**src/latency_histogram_percentile_core_defines.svh**
```systemverilog
`ifndef LATENCY_HISTOGRAM_PERCENTILE_CORE_DEFINES_SVH
`define LATENCY_HISTOGRAM_PERCENTILE_CORE_DEFINES_SVH

// Check that a condition implies another in the same cycle.
`define LHP_ASSERT_SAME(label, clk, rst_n, cond, expr) \
	label: assert property (@(posedge clk) disable iff (!rst_n) (cond) |-> (expr)) \
		else $error("latency histogram check failed");

// Check that a condition implies another in the next cycle.
`define LHP_ASSERT_NEXT(label, clk, rst_n, cond, expr) \
	label: assert property (@(posedge clk) disable iff (!rst_n) (cond) |=> (expr)) \
		else $error("latency histogram check failed");

`endif

```
**src/lhp_pkg.sv**
```systemverilog
package lhp_pkg;

	localparam int NUM_REGS        = 7;
	localparam int BOUND_W         = 32;
	localparam int LAT_W           = 32;
	localparam int PCT_W           = 7;
	localparam int BIT_W           = 3;
	localparam int TOTAL_OUT_W     = 35;
	localparam int APB_ADDR_W      = 5;
	localparam int APB_DATA_W      = 32;
	localparam int REG_IDX_W       = 3;
	localparam int DEF_NUM_BOUNDS  = 7;
	localparam int DEF_COUNT_WIDTH = 32;

	localparam logic [TOTAL_OUT_W-1:0] TOTAL_OUT_MAX = '1;

	localparam logic [BOUND_W-1:0] BOUND_RESET [NUM_REGS] = '{
		32'd100, 32'd250, 32'd500, 32'd1000, 32'd2500, 32'd5000, 32'd10000
	};

	localparam logic FUNC_RECORD = 1'b0;
	localparam logic FUNC_QUERY  = 1'b1;

	typedef enum logic [1:0] {
		SAT_NONE,
		SAT_CNT,
		SAT_TOT
	} sat_mode_t;

	function automatic int total_width(input int cw);
		return (cw + 3 > 64) ? 64 : cw + 3;
	endfunction

endpackage

```
**src/lhp_regs.sv**
```systemverilog
module lhp_regs
	import lhp_pkg::*;
(
	input  logic                  clk,
	input  logic                  arst_n,
	input  logic                  psel,
	input  logic                  penable,
	input  logic                  pwrite,
	input  logic [APB_ADDR_W-1:0] paddr,
	input  logic [APB_DATA_W-1:0] pwdata,
	output logic [APB_DATA_W-1:0] prdata,
	output logic [BOUND_W-1:0]    bound [NUM_REGS]
);

	logic [BOUND_W-1:0]   bound_q [NUM_REGS];
	logic [REG_IDX_W-1:0] reg_idx;
	logic                 wr_en;

	assign reg_idx = paddr[REG_IDX_W+1:2];
	assign wr_en   = psel && penable && pwrite;

	always_ff @(posedge clk or negedge arst_n) begin
		if (!arst_n) begin
			for (int i = 0; i < NUM_REGS; i++) begin
				bound_q[i] <= BOUND_RESET[i];
			end
		end else if (wr_en) begin
			for (int i = 0; i < NUM_REGS; i++) begin
				if (reg_idx == REG_IDX_W'(i)) begin
					bound_q[i] <= pwdata[BOUND_W-1:0];
				end
			end
		end
	end

	always_comb begin
		prdata = '0;
		for (int i = 0; i < NUM_REGS; i++) begin
			if (reg_idx == REG_IDX_W'(i)) begin
				prdata = APB_DATA_W'(bound_q[i]);
			end
		end
	end

	assign bound = bound_q;

endmodule

```
**src/lhp_alu.sv**
```systemverilog
module lhp_alu
	import lhp_pkg::*;
#(
	parameter int COUNT_WIDTH = DEF_COUNT_WIDTH,
	parameter int TOTAL_W     = total_width(DEF_COUNT_WIDTH),
	parameter int ALU_W       = total_width(DEF_COUNT_WIDTH) + PCT_W
) (
	input  logic [ALU_W-1:0] op_a,
	input  logic [ALU_W-1:0] op_b,
	input  sat_mode_t        sat,
	output logic [ALU_W-1:0] res
);

	logic [ALU_W:0] raw;

	assign raw = {1'b0, op_a} + {1'b0, op_b};

	always_comb begin
		case (sat)
			SAT_CNT: res = (|raw[ALU_W:COUNT_WIDTH]) ?
				ALU_W'({COUNT_WIDTH{1'b1}}) : raw[ALU_W-1:0];
			SAT_TOT: res = (|raw[ALU_W:TOTAL_W]) ?
				ALU_W'({TOTAL_W{1'b1}}) : raw[ALU_W-1:0];
			SAT_NONE: res = raw[ALU_W-1:0];
			default:  res = raw[ALU_W-1:0];
		endcase
	end

endmodule

```
**src/lhp_seq.sv**
```systemverilog
module lhp_seq
	import lhp_pkg::*;
#(
	parameter int NUM_BOUNDS  = DEF_NUM_BOUNDS,
	parameter int COUNT_WIDTH = DEF_COUNT_WIDTH
) (
	input  logic                   clk,
	input  logic                   arst_n,
	input  logic                   in_valid,
	output logic                   in_stall,
	input  logic                   func,
	input  logic [LAT_W-1:0]       lat_sample,
	input  logic [PCT_W-1:0]       percent,
	output logic                   out_valid,
	input  logic                   out_stall,
	output logic [BOUND_W-1:0]     pctl_bound,
	output logic [TOTAL_OUT_W-1:0] total_count,
	input  logic [BOUND_W-1:0]     bound [NUM_REGS]
);

	localparam int NUM_BUCKETS = NUM_BOUNDS + 1;
	localparam int IDX_W       = $clog2(NUM_BUCKETS);
	localparam int TOTAL_W     = total_width(COUNT_WIDTH);
	localparam int PROD_W      = TOTAL_W + PCT_W;

	localparam logic [2:0] ST_IDLE     = 3'd0;
	localparam logic [2:0] ST_REC_IDX  = 3'd1;
	localparam logic [2:0] ST_REC_INC  = 3'd2;
	localparam logic [2:0] ST_SUM      = 3'd3;
	localparam logic [2:0] ST_MUL      = 3'd4;
	localparam logic [2:0] ST_WALK_ADD = 3'd5;
	localparam logic [2:0] ST_WALK_CHK = 3'd6;
	localparam logic [2:0] ST_DONE     = 3'd7;

	logic [2:0]             state_q;
	logic [LAT_W-1:0]       lat_q;
	logic [PCT_W-1:0]       pct_q;
	logic [IDX_W-1:0]       idx_q;
	logic [BIT_W-1:0]       bit_q;
	logic [TOTAL_W-1:0]     total_q;
	logic [TOTAL_W-1:0]     seen_q;
	logic [PROD_W-1:0]      prod_q;
	logic [BOUND_W-1:0]     ans_q;
	logic [COUNT_WIDTH-1:0] counts_q [NUM_BUCKETS];
	logic                   out_valid_q;
	logic [BOUND_W-1:0]     out_pct_q;
	logic [TOTAL_OUT_W-1:0] out_tot_q;

	logic [COUNT_WIDTH-1:0] cnt_rd;
	logic [BOUND_W-1:0]     bound_sel;
	logic [BOUND_W-1:0]     last_bound;
	logic [IDX_W-1:0]       rec_idx;
	logic [PROD_W-1:0]      alu_a;
	logic [PROD_W-1:0]      alu_b;
	logic [PROD_W-1:0]      alu_y;
	sat_mode_t              alu_sat;
	logic [PROD_W-1:0]      seen_ext;
	logic [PROD_W-1:0]      seen100;
	logic                   hit;
	logic [63:0]            total64;
	logic                   out_load;
	logic                   last_idx;

	assign last_bound = bound[NUM_BOUNDS-1];
	assign last_idx   = (idx_q == IDX_W'(NUM_BUCKETS - 1));

	always_comb begin
		cnt_rd    = counts_q[0];
		bound_sel = last_bound;
		for (int i = 0; i < NUM_BUCKETS; i++) begin
			if (idx_q == IDX_W'(i)) begin
				cnt_rd = counts_q[i];
			end
		end
		for (int i = 0; i < NUM_BOUNDS; i++) begin
			if (idx_q == IDX_W'(i)) begin
				bound_sel = bound[i];
			end
		end
	end

	always_comb begin
		rec_idx = IDX_W'(NUM_BOUNDS);
		for (int i = NUM_BOUNDS - 1; i >= 0; i--) begin
			if (lat_q <= bound[i]) begin
				rec_idx = IDX_W'(i);
			end
		end
	end

	always_comb begin
		alu_a   = '0;
		alu_b   = '0;
		alu_sat = SAT_NONE;
		case (state_q)
			ST_REC_INC: begin
				alu_a   = PROD_W'(cnt_rd);
				alu_b   = PROD_W'(1);
				alu_sat = SAT_CNT;
			end
			ST_SUM: begin
				alu_a   = PROD_W'(total_q);
				alu_b   = PROD_W'(cnt_rd);
				alu_sat = SAT_TOT;
			end
			ST_MUL: begin
				alu_a   = prod_q;
				alu_b   = pct_q[bit_q] ? (PROD_W'(total_q) << bit_q) : '0;
				alu_sat = SAT_NONE;
			end
			ST_WALK_ADD: begin
				alu_a   = PROD_W'(seen_q);
				alu_b   = PROD_W'(cnt_rd);
				alu_sat = SAT_TOT;
			end
			default: begin
				alu_a   = '0;
				alu_b   = '0;
				alu_sat = SAT_NONE;
			end
		endcase
	end

	lhp_alu #(
		.COUNT_WIDTH(COUNT_WIDTH),
		.TOTAL_W    (TOTAL_W),
		.ALU_W      (PROD_W)
	) u_alu (
		.op_a(alu_a),
		.op_b(alu_b),
		.sat (alu_sat),
		.res (alu_y)
	);

	assign seen_ext = PROD_W'(seen_q);
	assign seen100  = (seen_ext << 6) + (seen_ext << 5) + (seen_ext << 2);
	assign hit      = (seen_q != '0) && ((seen100 >= prod_q) || (&seen_q));
	assign total64  = 64'(total_q);
	assign out_load = (state_q == ST_DONE) && (!out_valid_q || !out_stall);

	always_ff @(posedge clk or negedge arst_n) begin
		if (!arst_n) begin
			state_q <= ST_IDLE;
			idx_q   <= '0;
			bit_q   <= '0;
			for (int i = 0; i < NUM_BUCKETS; i++) begin
				counts_q[i] <= '0;
			end
		end else begin
			case (state_q)
				ST_IDLE: begin
					if (in_valid) begin
						idx_q   <= '0;
						state_q <= (func == FUNC_QUERY) ? ST_SUM : ST_REC_IDX;
					end
				end
				ST_REC_IDX: begin
					idx_q   <= rec_idx;
					state_q <= ST_REC_INC;
				end
				ST_REC_INC: begin
					for (int i = 0; i < NUM_BUCKETS; i++) begin
						if (idx_q == IDX_W'(i)) begin
							counts_q[i] <= alu_y[COUNT_WIDTH-1:0];
						end
					end
					state_q <= ST_IDLE;
				end
				ST_SUM: begin
					if (last_idx) begin
						bit_q   <= '0;
						state_q <= ST_MUL;
					end else begin
						idx_q <= idx_q + 1'b1;
					end
				end
				ST_MUL: begin
					if (bit_q == BIT_W'(PCT_W - 1)) begin
						idx_q   <= '0;
						state_q <= (total_q == '0) ? ST_DONE : ST_WALK_ADD;
					end else begin
						bit_q <= bit_q + 1'b1;
					end
				end
				ST_WALK_ADD: begin
					state_q <= ST_WALK_CHK;
				end
				ST_WALK_CHK: begin
					if (hit || last_idx) begin
						state_q <= ST_DONE;
					end else begin
						idx_q   <= idx_q + 1'b1;
						state_q <= ST_WALK_ADD;
					end
				end
				ST_DONE: begin
					if (out_load) begin
						state_q <= ST_IDLE;
					end
				end
				default: state_q <= ST_IDLE;
			endcase
		end
	end

	always_ff @(posedge clk) begin
		case (state_q)
			ST_IDLE: begin
				lat_q   <= lat_sample;
				pct_q   <= percent;
				total_q <= '0;
			end
			ST_SUM: begin
				total_q <= alu_y[TOTAL_W-1:0];
				prod_q  <= '0;
			end
			ST_MUL: begin
				prod_q <= alu_y;
				seen_q <= '0;
				ans_q  <= (total_q == '0) ? '0 : last_bound;
			end
			ST_WALK_ADD: begin
				seen_q <= alu_y[TOTAL_W-1:0];
			end
			ST_WALK_CHK: begin
				if (hit) begin
					ans_q <= bound_sel;
				end
			end
			default: begin
				ans_q <= ans_q;
			end
		endcase
	end

	always_ff @(posedge clk or negedge arst_n) begin
		if (!arst_n) begin
			out_valid_q <= 1'b0;
		end else if (out_load) begin
			out_valid_q <= 1'b1;
		end else if (!out_stall) begin
			out_valid_q <= 1'b0;
		end
	end

	always_ff @(posedge clk) begin
		if (out_load) begin
			out_pct_q <= ans_q;
			out_tot_q <= (total64 > 64'(TOTAL_OUT_MAX)) ? TOTAL_OUT_MAX :
				total64[TOTAL_OUT_W-1:0];
		end
	end

	assign in_stall    = (state_q != ST_IDLE);
	assign out_valid   = out_valid_q;
	assign pctl_bound  = out_pct_q;
	assign total_count = out_tot_q;

endmodule

```
**src/latency_histogram_percentile_core.sv**
```systemverilog
// Latency histogram with percentile queries.
// Request channel: in_valid/in_stall with func, lat_sample and percent. func 0
// records a sample into the first bucket whose bound is not below it (or the
// overflow bucket); func 1 queries a percentile and yields one result.
// Result channel: out_valid/out_stall with pctl_bound and total_count.
// Bucket bounds sit in APB registers at byte addresses 0, 4 .. 24; write only
// while the block is idle. pready is tied high.
// One request is in work at a time; in_stall stays high meanwhile.
// Record: after acceptance, a bucket compare and then a counter increment
// through the shared adder come before the next acceptance.
// Query: the shared saturating adder sums NUM_BOUNDS+1 counters, builds
// percent*total in 7 shift-add steps, then walks the buckets with an add
// state and a check state each; the walk is skipped when all counts are 0.
// A finished result sits in an output register; while the receiver stalls,
// records are still taken, and a further query waits at its end for the slot.
// Reset clears all counters and restores the default bounds.
`include "latency_histogram_percentile_core_defines.svh"

module latency_histogram_percentile_core
	import lhp_pkg::*;
#(
	parameter int NUM_BOUNDS  = DEF_NUM_BOUNDS,
	parameter int COUNT_WIDTH = DEF_COUNT_WIDTH
) (
	input  logic                   clk,
	input  logic                   arst_n,
	input  logic                   in_valid,
	output logic                   in_stall,
	input  logic                   func,
	input  logic [LAT_W-1:0]       lat_sample,
	input  logic [PCT_W-1:0]       percent,
	output logic                   out_valid,
	input  logic                   out_stall,
	output logic [BOUND_W-1:0]     pctl_bound,
	output logic [TOTAL_OUT_W-1:0] total_count,
	input  logic                   psel,
	input  logic                   penable,
	input  logic                   pwrite,
	input  logic [APB_ADDR_W-1:0]  paddr,
	input  logic [APB_DATA_W-1:0]  pwdata,
	output logic [APB_DATA_W-1:0]  prdata,
	output logic                   pready
);

	logic [BOUND_W-1:0] bound [NUM_REGS];

	assign pready = 1'b1;

	lhp_regs u_regs (
		.clk    (clk),
		.arst_n (arst_n),
		.psel   (psel),
		.penable(penable),
		.pwrite (pwrite),
		.paddr  (paddr),
		.pwdata (pwdata),
		.prdata (prdata),
		.bound  (bound)
	);

	lhp_seq #(
		.NUM_BOUNDS (NUM_BOUNDS),
		.COUNT_WIDTH(COUNT_WIDTH)
	) u_seq (
		.clk        (clk),
		.arst_n     (arst_n),
		.in_valid   (in_valid),
		.in_stall   (in_stall),
		.func       (func),
		.lat_sample (lat_sample),
		.percent    (percent),
		.out_valid  (out_valid),
		.out_stall  (out_stall),
		.pctl_bound (pctl_bound),
		.total_count(total_count),
		.bound      (bound)
	);

	`LHP_ASSERT_SAME(a_empty_answers_zero, clk, arst_n,
		$rose(out_valid) && (total_count == '0), pctl_bound == '0)
	`LHP_ASSERT_NEXT(a_record_no_result, clk, arst_n,
		in_valid && !in_stall && (func == FUNC_RECORD), !$rose(out_valid))
	`LHP_ASSERT_NEXT(a_busy_after_accept, clk, arst_n, in_valid && !in_stall, in_stall)

endmodule

```
**config.mk**
```make
export PLATFORM = sky130hd
export DESIGN_NAME = latency_histogram_percentile_core
export DESIGN_NICKNAME = d
export VERILOG_FILES = /design/src/lhp_pkg.sv /design/src/lhp_regs.sv /design/src/lhp_alu.sv /design/src/lhp_seq.sv /design/src/latency_histogram_percentile_core.sv
export VERILOG_INCLUDE_DIRS = /design/src /design/src/src
export SDC_FILE = /design/constraint.sdc
export NUM_CORES = 2
export LEC_CHECK = 0
export BUFFER_PORTS_ARGS = -buffer_cell sky130_fd_sc_hd__buf_2
export CORE_ASPECT_RATIO = 1.4
export CORE_MARGIN = 2
export CORE_UTILIZATION = 25
export DETAILED_ROUTE_END_ITERATION = 10
export HOLD_SLACK_MARGIN = 0.03
export PLACE_DENSITY_LB_ADDON = 0.2
export SKIP_CTS_REPAIR_TIMING = 1
export SLEW_MARGIN = 40
export SYNTH_ARGS = -nofsm -noshare
export SYNTH_HDL_FRONTEND = slang
export SYNTH_SLANG_ARGS = --single-unit
```
**constraint.sdc**
```tcl
create_clock -name clk -period 18.77 [get_ports clk]
set_input_delay 3.754 -clock clk [delete_from_list [all_inputs] [get_ports clk]]
set_output_delay 3.754 -clock clk [all_outputs]
set_load 0.01 [all_outputs]
```
# --- Word level (Yosys, flattened, before mapping) ---
# Cells that the tools add are included.
op_classes:
  add_sub_neg: 5
  order_cmp: 10
  eq_ne: 32
  n_shift: 1
  mux: 61
  reduce_logical: 43
op_table:
  columns: ["operator", "n"]
  rows:
  - ["two-way mux 32 bit", 23]
  - ["less-or-equal comparator 32 bit", 7]
  - ["case mux 42 bit (2 select lines)", 2]
  - ["case mux 42 bit (4 select lines)", 1]
  - ["case mux 35 bit (2 select lines)", 2]
  - ["two-way mux 42 bit", 3]
  - ["case mux 42 bit (3 select lines)", 1]
  - ["case mux 32 bit (2 select lines)", 1]
  - ["adder 42 x 42 -> 43 bit", 1]
  - ["adder 41 x 40 -> 42 bit", 1]
  - ["adder 42 x 37 -> 42 bit", 1]
  - ["greater-or-equal comparator 42 bit", 1]
  - ["two-way mux 3 bit", 14]
  - ["<< shifter 35 x 3 -> 42 bit", 1]
  - ["== test 3 bit, second input constant", 12]
  - ["> comparator 35 bit, second input constant", 1]
  - ["logical NOT 35 bit", 1]
  - ["AND reduction 35 bit", 1]
  - ["nonzero test 35 bit", 1]
  - ["AND reduction 2 bit", 16]
  - ["case mux 3 bit (8 select lines)", 1]
  - ["== test 3 x 2 -> 1 bit, second input constant", 6]
  - ["case mux 3 bit (5 select lines)", 1]
  - ["OR reduction 11 bit", 1]
  - ["other kinds (24)", 52]
totals:
  register_bits: 740
  inputBits: 84

# --- Depth between registers and ports, before layout ---
logic_depth:
  word_depth: 14
  mapped_depth: 29

# --- By module ---
# Synthesis repeated with hierarchy kept, for this count alone.
hier_totals:
  cells_unflattened: 4703
  hier_area_um2: 48666.7
by_module_without_submodules:
  columns: ["mod", "n_inst", "cells_per_inst", "area_each_um2"]
  rows:
  - ["lhp_seq", 1, 3495, 35291.3]
  - ["lhp_regs", 1, 716, 9955.8]
  - ["lhp_alu", 1, 490, 3408.3]
  - ["latency_histogram_percentile_core", 1, 2, 11.3]

# --- Least setup slack after synthesis ---
# No wires, ideal clock.
synth_timing:
  path_kind: "input -> output"
  from: "input port paddr[4]"
  to: "output port prdata[10]"
  arrival_ns: 5.189
  t_required_ns: 15.016
  path_slack_ns: 9.827
  cell_stages: 8
  path_buffers: 4
  cell_sequence: "clkbuf_1 -> nor2b_1 -> clkbuf_1 -> nor2b_1 -> clkbuf_1 -> clkbuf_1 -> a221oi_1 -> o22ai_1"
synth_between:
  elab_chain_cells: 8
  word_cells_on_any_way: 14
  classes_between: "6 x eq/ne; 7 x mux; 1 x reduce/logical"
synth_rtl:
  columns: ["item", "line", "source"]
  rows:
  - ["from (decl)", "latency_histogram_percentile_core.sv:39", "input logic [APB_ADDR_W-1:0] paddr,"]
  - ["logical NOT 3 bit", "lhp_regs.sv:39", "if (reg_idx == REG_IDX_W'(i)) begin"]
  - ["two-way mux 32 bit (6 in a row)", "lhp_regs.sv:39", null]
  - ["two-way mux 32 bit *", "lhp_regs.sv:39", null]
  - ["to (decl)", "latency_histogram_percentile_core.sv:41", "output logic [APB_DATA_W-1:0] prdata,"]
# Every way passes the cells marked *; elsewhere a longest branch is shown, timed or not.

# --- Worst setup path after layout ---
layout_timing:
  from: "input port paddr[3]"
  to: "output port prdata[25]"
# Same word-level chain as after synthesis.

==> reports/summary.txt <==
Detailed Routing Iterations Pass 1: 7
Clk Latency, worst-skew pair: 0.75 ns
count of boundary I/O pins: 186
remaining max-slew budget at the tightest pin: 41.1%
share of synthesized flip-flops with an asynchronous set or reset: 66.2%
maximum net fanout on the critical path: 39
share of the cycle needed by the critical path after routing: 55.1%
final hold violations: 0
number of remaining DRC errors: 0
post-synthesis cell area: 47800 um2
final number of max-transition violations: 0
total number of clock tree sinks: 740
Yosys warning total: 0
slew at the pin closest to its max-slew limit: 0.883 ns
vertical die dimension: 521 um
post-synthesis net count: 5833
final RePlAce weighted congestion: 0.914
startpoint-to-endpoint class of the critical path: primary input to output port
detailed-route via count: 40919
clock tree root buffer cell: clkbuf_16
R2R Setup Slk: 8.92 ns
worst stage delay on the critical path: 0.65 ns
number of placed cells counting well taps: 7667
prevailing post-synth register cell: dfrtp_1
share of post-route cells with drive strength above 1: 11.3%
part of the total power dissipated in sequential elements: 27.9%
ratio of total power to cell area: 180 nW/um2
run status: finished clean
Critical Path RT: 15.02 ns
critical path startpoint category: primary input
Fillers: 20339
buffer levels on the longest clock path: 3
number of buffers created by CTS: 90
GRT Residual Overflow: 0
f_max: 0.0967 GHz
most common cell after layout, fill and taps aside: nand2_1
aggregate routed wire length: 190 mm
area taken by flip-flops and latches: 19800 um2
post-synthesis register bit count: 740
shortest period the worst path allows: 10.34 ns
series of cell instances along the critical path: buf_2, buf_4, nor2b_1, nor2b_2, buf_4, a221oi_1, o22ai_1, buf_2
area of placed instances: 51300 um2
effective utilization at floorplan: 25.2%
number of buffers inserted by port buffering: 182
CTS H-Tree Depth: 3
top cell family by delay on the critical path: buffers and inverters
antenna violations before repair: 16
all-layer global routing usage: 19.0%
Die Area: 195000 um2
Non-Filler Cell Area, Final: 54500 um2
P_int: 5060 uW
standby leakage power: 0.0222 uW
Crit. End Element: output port
core outline area: 190000 um2
Synth-to-Final Area Change: 14.0%
final setup violation count: 0
Post-DRT Antenna Nets: 0
Sw Share: 48.4%
via density per instance: 5.22
post-DP HPWL: 133 mm
core occupancy in the finished layout: 28.7%
setup TNS: 0 ns
number of max-cap violations: 0
sequential area share after synthesis: 41.4%
area used by multi-input combinational logic: 25300 um2
Post-Route Skew: 0.0887 ns
worst path bufs/invs: 4
Avg Inst Size Synth: 8.97 um2
pin count of the biggest net entering global routing: 100
Worst VDD drop: 96.7 uV
Critical-path top delay cell: buf_4
RSZ-0062 raised after global routing: false
most frequent cells in the layout: nand2_1, nor2_1, a21oi_1
Post-Layout Cell Count: 7845
number of nets at the end of the flow: 5784
overall die width: 374 um
kind of path behind the tightest hold check: flop to flop
initial drt markers: 3150
CTS clk-pin slew, worst paths: 0.06 ns
routed wire length per instance: 24.2 um
number of global-route vias before repair: 40572
first-pass GRT wire length: 277 mm
net switching power figure: 4740 uW
CTS tree: done
portion of total power attributed to combinational logic: 53.0%
standard-cell rows: 189
gate count after technology mapping: 5328
number of distinct library cells after synthesis: 81
number of enable-type register cells in the synthesized netlist: 250
Arrival @ worst endpoint: 6.59 ns
clock network fraction of design power: 19.1%
-- power groups by stage --
stage	Combinational, uW	Clock [uW]	Sequential [uW]
final	5190	1870	2730
after global routing	5710	1990	2790
after CTS	5200	1930	2730
after detailed placement	5170	0	2760
after global placement	5110	0	2740
after floorplan	3560	0	2540
-- synth_stat cells (60+ instances only) --
cell type	count	area share, %
a211oi_1	193	3.0
a21o_1	75	1.2
a21oi_1	467	4.9
a22o_1	68	1.2
a31oi_1	223	2.9
clkbuf_1	319	2.5
dfrtp_1	454	24
edfxtp_1	250	16
ha_1	388	10
inv_1	357	2.8
mux2i_1	60	1.3
nand2_1	570	4.5
nand3_1	71	0.74
nand4_1	68	0.89
nor2_1	529	4.2
nor3_1	69	0.72
o21ai_0	412	4.3
-- metal layers --
metal  up-vias  wire length [um]  GRT usage, %
met5         -               127             0
li1      19164                 -             -
met2      1196             97500          34.7
met1     20164             74600          21.9
met3       377              8080          2.22
met4        18              9590          9.26
-- registers in the layout, summed over array words and instances, names as in the netlist --
signal / cells
u_seq.total_count: 35
u_seq.out_valid: 1
u_seq.ans_q: 32
u_seq.lat_q: 32
u_seq.total_q: 35
u_seq.bit_q: 3
u_seq.pctl_bound: 32
u_seq.state_q: 3
u_seq.pct_q: 7
u_seq.seen_q: 35
u_seq.counts_q: 256
u_seq.idx_q: 3
u_regs.bound: 224
u_seq.prod_q: 42
-- cell families (layout without fill, tap and decap cells) --
family / after synthesis / in the layout / synth area share [%]
xor gates and xnor gates: 64 / 64 / 1.17
DFF: 740 / 740 / 41.4
adders and majority gates: 421 / 421 / 11.5
muxes: 130 / 130 / 3.61
buffers and inverters: 776 / 805 / 6.32
other: 2 / 7 / 0.0157
AOI/OAI and AO/OA: 1742 / 1742 / 22.9
and+or+nand+nor: 1453 / 1453 / 13.0
-- final cells by class --
cell class                      count  share of cell area [%]
Multi-Input combinational cell   3812                    46.5
Sequential cell                   740                    36.4
Tap cell                         2483                    5.70
Clock buffer                      128                    4.75
Timing Repair Buffer              277                    3.29
Inverter                          358                    2.47
Clock inverter                     42                   0.957
Antenna cell                        5                  0.0230
-- metrics by stage --
stage | total power (uW) | setup slack [ns] | hold WS, ns
after CTS | 9860 | 8.59 | 0.419
after floorplan | 6110 | 9.83 | 0.400
after global routing | 10500 | 8.38 | 0.424
after global placement | 7850 | 8.23 | 0.406
after detailed placement | 7920 | 8.59 | 0.405
final | 9790 | 8.43 | 0.418
-- worst paths after layout --
check                           startpoint                   end  cells after the start
setup / recovery                  paddr[3]            prdata[25]                      8
hold / removal             u_seq.ans_q[10]  u_seq.pctl_bound[10]                      0
setup reg to reg            u_seq.idx_q[2]   u_seq.counts_q[203]                     22
hold reg to reg            u_seq.ans_q[10]  u_seq.pctl_bound[10]                      0
max in group asynchronous           arst_n     u_regs.bound[131]                      4
min in group asynchronous           arst_n      u_regs.bound[85]                      1
(Power assumes the default switching activity.)
